**src/sv/olid_pkg.sv**
```systemverilog
// ----------------------------------------------------------------------------
// Ordered list insert/delete package
// Shared widths, request and status codes, and the cell control types.
// ----------------------------------------------------------------------------
package olid_pkg;

    // Width of one list entry and of the request value.
    localparam int DATA_W = 32;

    // Default number of cells in the list.
    localparam int LIST_DEPTH_DEF = 16;

    // Request codes carried by req_type.
    typedef enum logic [1:0] {
        REQ_APPEND = 2'd0,
        REQ_PUSH   = 2'd1,
        REQ_DELETE = 2'd2,
        REQ_DUMP   = 2'd3
    } req_t;

    // Result status codes.
    typedef enum logic [1:0] {
        ST_OK       = 2'd0,
        ST_FULL     = 2'd1,
        ST_NOTFOUND = 2'd2,
        ST_EMPTY    = 2'd3
    } status_t;

    // Operation broadcast to every cell in the same cycle.
    typedef enum logic [2:0] {
        CELL_HOLD   = 3'd0,
        CELL_APPEND = 3'd1,
        CELL_PUSH   = 3'd2,
        CELL_DELETE = 3'd3,
        CELL_ROTATE = 3'd4
    } cell_op_t;

    // Control bundle from the sequencer to the cell row.
    typedef struct packed {
        cell_op_t                  op;
        logic signed [DATA_W-1:0] value;
    } cell_ctrl_t;

endpackage

```
**src/sv/olid_req_if.sv**
```systemverilog
// ----------------------------------------------------------------------------
// Request channel
// Valid/ready channel that carries one list request per transaction.
// ----------------------------------------------------------------------------
interface olid_req_if;

    logic                              valid;
    logic                              ready;
    logic [1:0]                        req_type;
    logic signed [olid_pkg::DATA_W-1:0] value;

    modport source (output valid, output req_type, output value, input ready);
    modport sink   (input valid, input req_type, input value, output ready);

endinterface

```
**src/sv/olid_rsp_if.sv**
```systemverilog
// ----------------------------------------------------------------------------
// Result channel
// Valid/ready channel that carries one result item per transaction.
// ----------------------------------------------------------------------------
interface olid_rsp_if;

    logic                              valid;
    logic                              ready;
    logic [1:0]                        status;
    logic signed [olid_pkg::DATA_W-1:0] data_out;
    logic                              last;

    modport source (output valid, output status, output data_out, output last,
                    input ready);
    modport sink   (input valid, input status, input data_out, input last,
                    output ready);

endinterface

```
**src/sv/ordered_list_insert_delete_core.sv**
```systemverilog
// An append, push or delete gives its single result in the cycle after it is accepted.
// Throughput: one append, push or delete per cycle while results are taken.
// A dump of N entries (N > 0) gives one entry per cycle while results are taken, from the
// rotating cell row; a dump of an empty list behaves like a single-result request.
// Reset clears the entry count and the result register; cell contents are left as they are.
// ----------------------------------------------------------------------------
// Ordered list insert/delete core
// Sequencer, entry count and result register around a row of list cells.
// ----------------------------------------------------------------------------
module ordered_list_insert_delete_core #(
    parameter int LIST_DEPTH = olid_pkg::LIST_DEPTH_DEF
) (
    input  logic         clk,
    input  logic         rst_n,
    olid_req_if.sink     req,
    olid_rsp_if.source   rsp
);

    localparam int CNT_W = $clog2(LIST_DEPTH + 1);

    typedef enum logic {
        S_IDLE,
        S_DUMP
    } state_t;

    state_t                             state_reg;
    logic [CNT_W-1:0]                   count_reg;
    logic [CNT_W-1:0]                   remain_reg;
    logic                               out_valid_reg;
    olid_pkg::status_t                  out_status_reg;
    logic signed [olid_pkg::DATA_W-1:0] out_data_reg;
    logic                               out_last_reg;

    olid_pkg::cell_ctrl_t               ctrl;
    olid_pkg::req_t                     req_code;
    logic signed [olid_pkg::DATA_W-1:0] head_data;
    logic                               found;
    logic                               out_free;
    logic                               accept;
    logic                               full;

    // Handshake and list status.
    assign req_code  = olid_pkg::req_t'(req.req_type);
    assign out_free  = !out_valid_reg || rsp.ready;
    assign req.ready = (state_reg == S_IDLE) && out_free;
    assign accept    = req.valid && req.ready;
    assign full      = count_reg == CNT_W'(LIST_DEPTH);

    // Operation broadcast to the cell row.
    always_comb
    begin
        ctrl.op    = olid_pkg::CELL_HOLD;
        ctrl.value = req.value;
        if (accept)
        begin
            unique case (req_code)
                olid_pkg::REQ_APPEND:
                begin
                    if (!full)
                    begin
                        ctrl.op = olid_pkg::CELL_APPEND;
                    end
                end
                olid_pkg::REQ_PUSH:
                begin
                    if (!full)
                    begin
                        ctrl.op = olid_pkg::CELL_PUSH;
                    end
                end
                olid_pkg::REQ_DELETE:
                begin
                    ctrl.op = olid_pkg::CELL_DELETE;
                end
                olid_pkg::REQ_DUMP:
                begin
                    ctrl.op = olid_pkg::CELL_HOLD;
                end
                default:
                begin
                    ctrl.op = olid_pkg::CELL_HOLD;
                end
            endcase
        end
        else if ((state_reg == S_DUMP) && out_free)
        begin
            ctrl.op = olid_pkg::CELL_ROTATE;
        end
    end

    olid_cell_row #(
        .LIST_DEPTH (LIST_DEPTH),
        .CNT_W      (CNT_W)
    ) u_row (
        .clk       (clk),
        .ctrl      (ctrl),
        .count     (count_reg),
        .head_data (head_data),
        .found     (found)
    );

    // Sequencer, entry count and result register.
    always_ff @(posedge clk or negedge rst_n)
    begin
        if (!rst_n)
        begin
            state_reg      <= S_IDLE;
            count_reg      <= '0;
            remain_reg     <= '0;
            out_valid_reg  <= 1'b0;
            out_status_reg <= olid_pkg::ST_OK;
            out_data_reg   <= '0;
            out_last_reg   <= 1'b0;
        end
        else
        begin
            if (rsp.ready)
            begin
                out_valid_reg <= 1'b0;
            end
            unique case (state_reg)
                S_IDLE:
                begin
                    if (accept)
                    begin
                        unique case (req_code)
                            olid_pkg::REQ_APPEND, olid_pkg::REQ_PUSH:
                            begin
                                out_valid_reg <= 1'b1;
                                out_data_reg  <= '0;
                                out_last_reg  <= 1'b1;
                                if (full)
                                begin
                                    out_status_reg <= olid_pkg::ST_FULL;
                                end
                                else
                                begin
                                    out_status_reg <= olid_pkg::ST_OK;
                                    count_reg      <= count_reg + 1'b1;
                                end
                            end
                            olid_pkg::REQ_DELETE:
                            begin
                                out_valid_reg <= 1'b1;
                                out_last_reg  <= 1'b1;
                                if (found)
                                begin
                                    out_status_reg <= olid_pkg::ST_OK;
                                    out_data_reg   <= req.value;
                                    count_reg      <= count_reg - 1'b1;
                                end
                                else
                                begin
                                    out_status_reg <= olid_pkg::ST_NOTFOUND;
                                    out_data_reg   <= '0;
                                end
                            end
                            olid_pkg::REQ_DUMP:
                            begin
                                if (count_reg == '0)
                                begin
                                    out_valid_reg  <= 1'b1;
                                    out_status_reg <= olid_pkg::ST_EMPTY;
                                    out_data_reg   <= '0;
                                    out_last_reg   <= 1'b1;
                                end
                                else
                                begin
                                    state_reg  <= S_DUMP;
                                    remain_reg <= count_reg;
                                end
                            end
                            default:
                            begin
                                state_reg <= S_IDLE;
                            end
                        endcase
                    end
                end
                S_DUMP:
                begin
                    // Emit the head and rotate it to the tail in the same cycle.
                    if (out_free)
                    begin
                        out_valid_reg  <= 1'b1;
                        out_status_reg <= olid_pkg::ST_OK;
                        out_data_reg   <= head_data;
                        out_last_reg   <= remain_reg == CNT_W'(1);
                        remain_reg     <= remain_reg - 1'b1;
                        if (remain_reg == CNT_W'(1))
                        begin
                            state_reg <= S_IDLE;
                        end
                    end
                end
                default:
                begin
                    state_reg <= S_IDLE;
                end
            endcase
        end
    end

    assign rsp.valid    = out_valid_reg;
    assign rsp.status   = out_status_reg;
    assign rsp.data_out = out_data_reg;
    assign rsp.last     = out_last_reg;

endmodule

```
**src/sv/olid_cell.sv**
```systemverilog
// ----------------------------------------------------------------------------
// List cell
// Holds one list entry, compares it with the request value and takes data
// from its left or right neighbour according to the broadcast operation.
// ----------------------------------------------------------------------------
module olid_cell #(
    parameter int CNT_W = 5,
    parameter int INDEX = 0
) (
    input  logic                               clk,
    input  olid_pkg::cell_ctrl_t               ctrl,
    input  logic [CNT_W-1:0]                   count,
    input  logic signed [olid_pkg::DATA_W-1:0] left_data,
    input  logic signed [olid_pkg::DATA_W-1:0] right_data,
    input  logic signed [olid_pkg::DATA_W-1:0] head_data,
    input  logic                               hit_in,
    output logic signed [olid_pkg::DATA_W-1:0] data,
    output logic                               hit_out
);

    logic signed [olid_pkg::DATA_W-1:0] data_reg;
    logic signed [olid_pkg::DATA_W-1:0] data_next;
    logic                               occupied;
    logic                               is_free_slot;
    logic                               is_tail;

    // Position of this cell relative to the current fill level.
    assign occupied     = CNT_W'(INDEX) < count;
    assign is_free_slot = CNT_W'(INDEX) == count;
    assign is_tail      = CNT_W'(INDEX + 1) == count;

    // A match at or before this cell means the cell closes the gap.
    assign hit_out = hit_in || (occupied && (data_reg == ctrl.value));

    // Next entry value for the broadcast operation.
    always_comb
    begin
        data_next = data_reg;
        unique case (ctrl.op)
            olid_pkg::CELL_HOLD:
            begin
                data_next = data_reg;
            end
            olid_pkg::CELL_APPEND:
            begin
                if (is_free_slot)
                begin
                    data_next = ctrl.value;
                end
            end
            olid_pkg::CELL_PUSH:
            begin
                data_next = left_data;
            end
            olid_pkg::CELL_DELETE:
            begin
                if (hit_out)
                begin
                    data_next = right_data;
                end
            end
            olid_pkg::CELL_ROTATE:
            begin
                data_next = is_tail ? head_data : right_data;
            end
            default:
            begin
                data_next = data_reg;
            end
        endcase
    end

    // Entry storage; contents are meaningless until written.
    always_ff @(posedge clk)
    begin
        data_reg <= data_next;
    end

    assign data = data_reg;

endmodule

```
**src/sv/olid_cell_row.sv**
```systemverilog
// ----------------------------------------------------------------------------
// Cell row
// Chains the list cells head to tail, wiring neighbour data and the
// first-match chain, and reports whether a delete found its value.
// ----------------------------------------------------------------------------
module olid_cell_row #(
    parameter int LIST_DEPTH = olid_pkg::LIST_DEPTH_DEF,
    parameter int CNT_W      = $clog2(LIST_DEPTH + 1)
) (
    input  logic                               clk,
    input  olid_pkg::cell_ctrl_t               ctrl,
    input  logic [CNT_W-1:0]                   count,
    output logic signed [olid_pkg::DATA_W-1:0] head_data,
    output logic                               found
);

    logic signed [olid_pkg::DATA_W-1:0] cell_data [LIST_DEPTH];
    logic [LIST_DEPTH:0]                hit_chain;

    // No match can precede the head cell.
    assign hit_chain[0] = 1'b0;

    // One cell per list position.
    for (genvar i = 0; i < LIST_DEPTH; i++)
    begin : g_cell
        logic signed [olid_pkg::DATA_W-1:0] left_data;
        logic signed [olid_pkg::DATA_W-1:0] right_data;

        // The head takes the new value on a push; the last cell keeps its own
        // value when the row shifts towards the head.
        if (i == 0)
        begin : g_head
            assign left_data = ctrl.value;
        end
        else
        begin : g_body
            assign left_data = cell_data[i-1];
        end

        if (i == LIST_DEPTH - 1)
        begin : g_end
            assign right_data = cell_data[i];
        end
        else
        begin : g_inner
            assign right_data = cell_data[i+1];
        end

        olid_cell #(
            .CNT_W (CNT_W),
            .INDEX (i)
        ) u_cell (
            .clk        (clk),
            .ctrl       (ctrl),
            .count      (count),
            .left_data  (left_data),
            .right_data (right_data),
            .head_data  (cell_data[0]),
            .hit_in     (hit_chain[i]),
            .data       (cell_data[i]),
            .hit_out    (hit_chain[i+1])
        );
    end

    assign head_data = cell_data[0];
    assign found     = hit_chain[LIST_DEPTH];

endmodule

```
**src/flat_wrapper.sv**
```systemverilog
// flat-port wrapper written by rule: the top's interface ports become plain ports
module ordered_list_insert_delete_core_flat 
#(
    parameter int LIST_DEPTH = olid_pkg::LIST_DEPTH_DEF
)
  (clk, rst_n, req_valid, req_req_type, req_value, req_ready, rsp_valid, rsp_status, rsp_data_out, rsp_last, rsp_ready);
  olid_req_if req_i ();
  olid_rsp_if rsp_i ();
  input  logic clk;
  input  logic rst_n;
  input wire logic [$bits(req_i.valid)-1:0] req_valid;
  input wire logic [$bits(req_i.req_type)-1:0] req_req_type;
  input wire logic [$bits(req_i.value)-1:0] req_value;
  output wire logic [$bits(req_i.ready)-1:0] req_ready;
  output wire logic [$bits(rsp_i.valid)-1:0] rsp_valid;
  output wire logic [$bits(rsp_i.status)-1:0] rsp_status;
  output wire logic [$bits(rsp_i.data_out)-1:0] rsp_data_out;
  output wire logic [$bits(rsp_i.last)-1:0] rsp_last;
  input wire logic [$bits(rsp_i.ready)-1:0] rsp_ready;
  assign req_i.valid = req_valid;
  assign req_i.req_type = req_req_type;
  assign req_i.value = req_value;
  assign req_ready = req_i.ready;
  assign rsp_valid = rsp_i.valid;
  assign rsp_status = rsp_i.status;
  assign rsp_data_out = rsp_i.data_out;
  assign rsp_last = rsp_i.last;
  assign rsp_i.ready = rsp_ready;
  ordered_list_insert_delete_core #(.LIST_DEPTH(LIST_DEPTH)) u_core (.clk(clk), .rst_n(rst_n), .req(req_i), .rsp(rsp_i));
endmodule
```
**config.mk**
```make
export PLATFORM = sky130hd
export DESIGN_NAME = ordered_list_insert_delete_core_flat
export DESIGN_NICKNAME = d
export VERILOG_FILES = /design/src/sv/olid_pkg.sv /design/src/sv/olid_req_if.sv /design/src/sv/olid_rsp_if.sv /design/src/sv/ordered_list_insert_delete_core.sv /design/src/sv/olid_cell.sv /design/src/sv/olid_cell_row.sv /design/src/flat_wrapper.sv
export SDC_FILE = /design/constraint.sdc
export NUM_CORES = 2
export LEC_CHECK = 0
export ABC_AREA = 1
export CAP_MARGIN = 40
export CORE_AREA = 2 2 303 305
export DETAILED_ROUTE_END_ITERATION = 10
export DIE_AREA = 0 0 305 307
export DONT_BUFFER_PORTS = 1
export PLACE_DENSITY = 0.54
export SKIP_CTS_REPAIR_TIMING = 1
export SYNTH_ARGS = -nofsm -noshare
export SYNTH_HDL_FRONTEND = slang
export SYNTH_SLANG_ARGS = --single-unit
```
**constraint.sdc**
```tcl
create_clock -name clk -period 5.9 [get_ports clk]
set_input_delay 0.295 -clock clk [delete_from_list [all_inputs] [get_ports clk]]
set_output_delay 0.295 -clock clk [all_outputs]
set_load 0.02 [all_outputs]
```
-- Yosys cells after proc, flatten, opt, wreduce, memory -nomap -nowiden
Index checks and enable logic that the tools add are counted.
- bits in registers: 559
- input bits: 38
- output and inout port bits: 37
- logic and storage cells: 292
- $add $sub $neg: 3
- order comparisons: 16
- equal/unequal tests: 81
- multiplexer cells: 106
- bitwise logic cells: 1
- reduce and logical (&&, ||, !) cells: 62
- operator list (cell ; number):
    32-bit case mux with 4 select lines ; 15
    32-bit two-way mux ; 51
    32-bit equality test ; 16
    32-bit case mux with 3 select lines ; 2
    2-bit by 1-bit != test with 1-bit output (second input constant) ; 34
    32-bit case mux with 2 select lines ; 1
    3-bit AND reduction ; 16
    4-bit by 5-bit equality test with 1-bit output (first input constant) ; 8
    4-bit by 5-bit less-than comparator with 1-bit output (first input constant) ; 8
    5-bit two-way mux ; 6
    3-bit by 5-bit equality test with 1-bit output (first input constant) ; 4
    3-bit by 5-bit less-than comparator with 1-bit output (first input constant) ; 4
    5-bit case mux with 2 select lines ; 2
    1-bit logical AND ; 19
    1-bit logical OR ; 16
    1-bit two-way mux ; 14
    3-bit case mux with 4 select lines ; 1
    2-bit by 5-bit equality test with 1-bit output (first input constant) ; 2
    1-bit by 5-bit less-than comparator with 1-bit output (first input constant) ; 2
    2-bit by 5-bit less-than comparator with 1-bit output (first input constant) ; 2
    2-bit two-way mux ; 5
    2-bit != test (second input constant) ; 5
    1-bit case mux with 2 select lines ; 5
    5-bit by 1-bit subtractor with 5-bit output (second input constant) ; 2
    25 further kinds ; 29

-- Depth between registers and ports, before layout
- word-level depth: 21
- depth in mapped cells: 21
- mapped depth without buffers: 19

-- Cells and area by module
A second synthesis with hierarchy kept.
- cells, all modules: 6272
- area, all modules: 45438.6 µm²
- by module, submodules not included (module ; instances ; cells each ; area an instance (µm²) ; seq. area each (µm²)):
    olid_cell (u_core.u_row.g_cell[9].u_cell) ; 1 ; 397 ; 2856.5 ; 960.9
    olid_cell (u_core.u_row.g_cell[7].u_cell) ; 1 ; 386 ; 2741.4 ; 960.9
    olid_cell (u_core.u_row.g_cell[10].u_cell) ; 1 ; 367 ; 2735.1 ; 960.9
    olid_cell (u_core.u_row.g_cell[8].u_cell) ; 1 ; 397 ; 2721.4 ; 960.9
    olid_cell (u_core.u_row.g_cell[15].u_cell) ; 1 ; 395 ; 2708.8 ; 960.9
    olid_cell (u_core.u_row.g_cell[2].u_cell) ; 1 ; 371 ; 2691.3 ; 960.9
    olid_cell (u_core.u_row.g_cell[11].u_cell) ; 1 ; 353 ; 2685.1 ; 960.9
    olid_cell (u_core.u_row.g_cell[5].u_cell) ; 1 ; 343 ; 2685.1 ; 960.9
    ordered_list_insert_delete_core ; 1 ; 382 ; 2673.8 ; 1176.1
    olid_cell (u_core.u_row.g_cell[12].u_cell) ; 1 ; 365 ; 2668.8 ; 960.9
    olid_cell (u_core.u_row.g_cell[0].u_cell) ; 1 ; 379 ; 2663.8 ; 960.9
    olid_cell (u_core.u_row.g_cell[3].u_cell) ; 1 ; 362 ; 2645.0 ; 960.9
    olid_cell (u_core.u_row.g_cell[14].u_cell) ; 1 ; 375 ; 2640.0 ; 960.9
    olid_cell (u_core.u_row.g_cell[4].u_cell) ; 1 ; 361 ; 2602.5 ; 960.9
    4 more rows ; - ; - ; - ; -

-- Worst setup path before layout
No wires, ideal clock.
- path type: flip-flop to flip-flop
- start point: reg u_core.count_reg[1]
- end point: reg u_core.u_row.g_cell[12].u_cell.data_reg (netlist bit u_core.u_row.g_cell[12].u_cell.data[0]) (enable)
- library setup time: 474 ps
- arrival: 4276 ps
- required time: 5426 ps
- slack: 1150 ps
- cell stages (with the launch flop): 16
- path buffers: 0
- clock period less this slack: 4750 ps
- path through: dfrtp_1 -> inv_2 -> ha_1 -> nand3_1 -> nand2_1 -> nor2_1 -> nand3_2 -> nor2_2 -> nor2_8 -> nand4_2 -> nor2_4 -> nand4_4 -> nor2_4 -> nand4_2 -> inv_1 -> a221oi_1
- longest elaborated chain between the ends: 16
- elaborated cells between the ends (all ways): 52
- those cells by class: 13 x order compare; 8 x eq/ne; 4 x mux; 27 x reduce/logical
- ends and longest elaborated chain (element ; RTL line ; RTL):
    start: declaration ; ordered_list_insert_delete_core.sv:27 ; logic [CNT_W-1:0] count_reg;
    start signal: assignment ; ordered_list_insert_delete_core.sv:139 ; count_reg <= count_reg + 1'b1;
    start signal: assignment ; ordered_list_insert_delete_core.sv:150 ; count_reg <= count_reg - 1'b1;
    1-bit by 5-bit less-than comparator with 1-bit output ; olid_cell.sv:28 ; assign occupied = CNT_W'(INDEX) < count;
    1-bit logical AND ; olid_cell.sv:33 ; assign hit_out = hit_in || (occupied && (data_reg == ctrl.value));
    1-bit logical OR (12 in a row) ; olid_cell.sv:33 ;
    2-bit by 1-bit != test with 1-bit output (no source line) ; - ;
    3-bit AND reduction (no source line) (*) ; - ;
    end signal: assignment ; olid_cell.sv:76 ; data_reg <= data_next;
    end: declaration ; olid_cell.sv:21 ; logic signed [olid_pkg::DATA_W-1:0] data_reg;
Mark *: on every way between the ends. The rest lies on a longest branch, timed or not. The select of a mux whose other input is x is not followed.
A chain may end at the register's enable or synchronous reset.

-- Worst setup path in the final report
- start point: reg u_core.out_valid_reg, in the netlist u_core.rsp.valid
- end point: reg u_core.u_row.g_cell[5].u_cell.data_reg (netlist bit u_core.u_row.g_cell[5].u_cell.data[3]), data pin
- longest elaborated chain between the ends: 7
- elaborated cells between the ends (all ways): 12
- those cells by class: 4 x eq/ne; 3 x mux; 5 x reduce/logical
- ends and longest elaborated chain (element ; RTL line ; RTL):
    start: declaration ; ordered_list_insert_delete_core.sv:29 ; logic out_valid_reg;
    start signal: assignment ; ordered_list_insert_delete_core.sv:110 ; out_valid_reg <= 1'b0;
    start signal: assignment ; ordered_list_insert_delete_core.sv:119 ; out_valid_reg <= 1'b0;
    start signal: assignment ; ordered_list_insert_delete_core.sv:129 ; out_valid_reg <= 1'b1;
    1-bit zero test (*) ; ordered_list_insert_delete_core.sv:44 ; assign out_free = !out_valid_reg || rsp.ready;
    1-bit logical OR (*) ; ordered_list_insert_delete_core.sv:44 ;
    1-bit logical AND (*) ; ordered_list_insert_delete_core.sv:45 ; assign req.ready = (state_reg == S_IDLE) && out_free;
    net req_ready ; flat_wrapper.sv:14 ; output wire logic [$bits(req_i.ready)-1:0] req_ready;
    1-bit logical AND (*) ; ordered_list_insert_delete_core.sv:46 ; assign accept = req.valid && req.ready;
    3-bit two-way mux (*) ; ordered_list_insert_delete_core.sv:54 ; if (accept)
    3-bit equality test (tied with other cells) ; olid_cell.sv:39 ; unique case (ctrl.op)
    32-bit case mux with 4 select lines (*) ; olid_cell.sv:39 ;
    net u_core.u_row.g_cell[5].u_cell.data_next, one bit ; olid_cell.sv:22 ; logic signed [olid_pkg::DATA_W-1:0] data_next;
    end signal: assignment ; olid_cell.sv:76 ;
    end: declaration ; olid_cell.sv:21 ;
Mark *: on every way through the listed nets, which the timed path passes. The rest lies on a longest branch.

==> impl_metrics.csv <==
group,metric,value,unit
outcome,status,"finished with violations",
outcome,violations,"negative hold slack",
route,drc,0,
setup_path,crit_end,"u_core.u_row.g_cell[5].u_cell.data[3]",
global_routing,grt_max_degree,151,
power,p_comb_frac,0.481,
power,pwr-share-seq,0.364,
floorplanning,ioPinCount,75,
logic_synthesis,ys_warn_count,0,
logic_synthesis,synth_fa_ha_area_frac,0.00245,
setup_path,r2r-end,"u_core.u_row.g_cell[5].u_cell.data[3]",
placement,gp_congestion,1.14,
setup_path,path_depth,11,
global_routing,grt_use_total,0.551,
setup_path,crit_path_start_kind,"flip-flop",
layout,drive_gt1_frac,0.0935,
clock_network,tritoncts,"done",
setup_path,cp-end-kind,"flip-flop",
clock_network,cts_root_buffer,"clkbuf_16",
route,drt_pass1_iterations,10,
floorplanning,initial_utilization,0.395,
setup_path,path_cells,"inv_1, nor2_1, nor2_1, nand2_1, nor2_4, inv_2, nand2_2, nor2_4, buf_4, nand2_1, o2111ai_1",
setup_path,cp.required,6.28,ns
setup_path,rr_worst_depth,11,
logic_synthesis,synth_ff_type,"edfxtp_1",
global_routing,use_met1,0.664,
setup_path,cp.buffers_inverters,3,
timing,fin_tns_setup,0,ns
placement,numPortBuffers,0,
timing,max_slew_margin,0.243,
logic_synthesis,synth_compound_area_frac,0.212,
logic_synthesis,synth_area_leader_cell,"edfxtp_1",
layout,nNetsFinal,4119,
job,max_cap_violations,0,
timing,whs,-0.0328,ns
logic_synthesis,avgSynthCellArea,8.68,um2
timing,max_clock_freq,0.213,GHz
global_routing,busiest_layer,"met2",
logic_synthesis,synthMuxAreaShare,0,
timing,fin_skew,0.0365,ns
timing,slew_viol_final,0,
power,ir_drop,0.345,mV
layout,final_cell_area,40300,um2
logic_synthesis,synth_simple_gate_area_frac,0.171,
logic_synthesis,synth_enable_flop_cells,512,
global_routing,use_met3,0.263,
layout,fill_cells,9095,
global_routing,grt_pass1_wl,342000,um
setup_path,r2r_slack,1.21,ns
route,postRouteWirelength,268000,um
power,p_sw,16.3,mW
global_routing,grt_antenna_before_repair,39,
setup_path,crit_start,"u_core.rsp.valid",
clock_network,clock_sink_count,559,
logic_synthesis,synthesis.area,35800,um2
power,powerDensity,738,nW/um2
global_routing,gr-total-overflow,0,
timing,worst_slew_pin_slew,1.14,ns
timing,finalSetupViolCount,0,
route,drt-initial-drc-count,8910,
setup_path,slowest_delay,0.68,ns
timing,hold_viol_final,4,
placement,dp_hpwl,189000,um
route,wire_per_inst,50.3,um
clock_network,cts.clk_slew.worst_paths,0.07,ns
logic_synthesis,synth.top_cell.area_share,0.430,
route,vias_per_cell,7.52,
setup_path,critical-path-top-delay-family,"simple AND/OR/NAND/NOR gates",
floorplanning,die_x,305,um
setup_path,worstPathArrival,5.07,ns
logic_synthesis,ys_types,49,
timing,layout_min_cycle_time,4.69,ns
timing,min_period_over_period,0.796,
setup_path,slowest_stage,"nor2_4",
power,p_sw_frac,0.548,
setup_path,critPathMaxFanout,21,
floorplanning,core.rowCount,111,
placement,place_area,37500,um2
layout,largest_reg_flops,512,
timing,rsz0062_at_grt,"no",
setup_path,reg2reg_from,"u_core.rsp.valid",
logic_synthesis,seq_area_frac_synth,0.463,
power,p_leak,14.5,nW
route,ant_nets,0,
clock_network,htree_levels,3,
setup_path,critPathKind,"flip-flop to flip-flop",
layout,synthToLayoutAreaGrowth,12.6,%
floorplanning,core,90700,um2
power,clkPwrFrac,0.155,
logic_synthesis,synth_top_family_by_area,"compound AO/OA/AOI/OAI gates",
logic_synthesis,async_reset_ff_frac,0.0841,
clock_network,cts_made_buffers,72,
global_routing,met2_usage,0.740,
logic_synthesis,synth_area_leaders,"edfxtp_1 (43%), nand2_1 (9.9%), o22ai_1 (6.4%), o2111ai_1 (6.3%), xnor2_1 (3.7%)",
global_routing,grt_pass1_vias,35049,
logic_synthesis,syn-num-nets,4168,
worst_hold_path,hold_path_class,"input pin to flip-flop",
floorplanning,dieArea,93600,um2
clock_network,cts_max_path_buffers,3,
logic_synthesis,ys_seq_elements,559,
route,via_count,40141,
clock_network,insertion_delay,0.69,ns
logic_synthesis,synthXorXnorAreaFrac,0.0725,
logic_synthesis,synth_cells,4123,
power,power.internal,13.5,mW
floorplanning,die_height,307,um
## cell families after synthesis
family	count (synthesis)
xor+xnor	296
simple gates	1423
flops	559
fa+ha+maj	7
compound gates	1150
buf+inv	688
## cell usage after synthesis (all sizes together) (7+ instances only)
| cell | number |
|---|---|
| o21ai | 175 |
| nor4 | 49 |
| edfxtp | 512 |
| nor2 | 219 |
| a22oi | 18 |
| xor2 | 143 |
| a21oi | 212 |
| nand2 | 947 |
| dfrtp | 47 |
| o221ai | 25 |
| clkinv | 12 |
| buf | 131 |
| o211ai | 77 |
| o2111ai | 258 |
| nand4 | 90 |
| clkbuf | 176 |
| nor3 | 17 |
| nand3 | 94 |
| ha | 7 |
| inv | 369 |
| o22ai | 367 |
| xnor2 | 153 |
## layer usage
layer | vias up | part of all wire | wire (um)
met2 | 4478 | 0.38 | 102000
met3 | 1246 | 0.17 | 44900
met1 | 19470 | 0.35 | 93200
met5 | - | 0.00091 | 243
li1 | 14919 | - | -
met4 | 28 | 0.10 | 28000
## power by group through the flow
stage	Clock, mW	Sequential, mW	Combinational, mW
2_1_floorplan	0	8.95	6.36
3_3_place_gp	0	10.5	12.9
3_5_place_dp	0	10.5	13.1
4_1_cts	4.55	10.4	13.1
5_1_grt	4.68	10.7	14.1
6_report	4.60	10.8	14.3
## through the flow
stage               std cells   util  hold WS (ns)  power (mW)  setup slack [ns]
floorplan                4123      -     -0.000591        15.3              1.15
global placement         5121  0.410      0.000459        23.4              1.46
detailed placement       5146  0.414      0.000586        23.5              1.53
CTS                      5275  0.439        -0.693        28.1              1.49
global route             5316  0.444       0.00454        29.4              1.35
finish                   5335  0.444       -0.0328        29.7              1.21
## how the worst min path moves through the flow
stage / from / end / slack [ns] / depth (start not counted)
6_report: req_valid / u_core.state_reg / -0.03 / 2
5_1_grt: req_req_type[0] / u_core.rsp.status[1] / 0.005 / 4
4_1_cts: rst_n / u_core.rsp.data_out[31] / -0.69 / 0
3_5_place_dp: rst_n / u_core.remain_reg[2] / 0.0006 / 0
3_3_place_gp: rst_n / u_core.remain_reg[3] / 0.0005 / 0
2_1_floorplan: rst_n / u_core.count_reg[0] / -0.0006 / 0
## cell type report
class	instances	area [um2]	area share
Multi-Input combinational cell	2876	16700	0.414
Timing Repair Buffer	184	1760	0.0438
Tap cell	1186	1480	0.0368
Inverter	381	1440	0.0358
Sequential cell	559	16600	0.411
Antenna cell	20	50.0	0.00124
Clock inverter	36	325	0.00808
Clock buffer	93	2000	0.0495
## worst register-to-register path, cell delays in order (launching register included)
cell and delay, ns:
dfrtp_1 0.46, inv_1 0.07, nor2_1 0.30, nor2_1 0.23, nand2_1 0.23, nor2_4 0.06
inv_2 0.53, nand2_2 0.26, nor2_4 0.68, buf_4 0.55, nand2_1 0.57, o2111ai_1 0.47
## placed cells by master, fill, tap and decap left out, drive strengths merged, types with 2 or more instances in the layout
cell | synthesis | layout
nand2 | 947 | 947
edfxtp | 512 | 512
inv | 369 | 370
o22ai | 367 | 367
o2111ai | 258 | 258
nor2 | 219 | 219
a21oi | 212 | 212
o21ai | 175 | 175
xnor2 | 153 | 153
buf | 131 | 147
xor2 | 143 | 143
nand3 | 94 | 94
clkbuf | 176 | 93
nand4 | 90 | 90
o211ai | 77 | 77
nor4 | 49 | 49
dfrtp | 47 | 47
clkinv | 12 | 41
dlygate4sd3 | 0 | 35
o221ai | 25 | 25
diode | 0 | 20
a22oi | 18 | 18
nor3 | 17 | 17
ha | 7 | 7
bufinv | 0 | 5
a221oi | 5 | 5
a31oi | 4 | 4
a211oi | 3 | 3
nor4b | 3 | 3
a2111oi | 2 | 2
or4 | 2 | 2
Power figures use the tool's default switching activity.
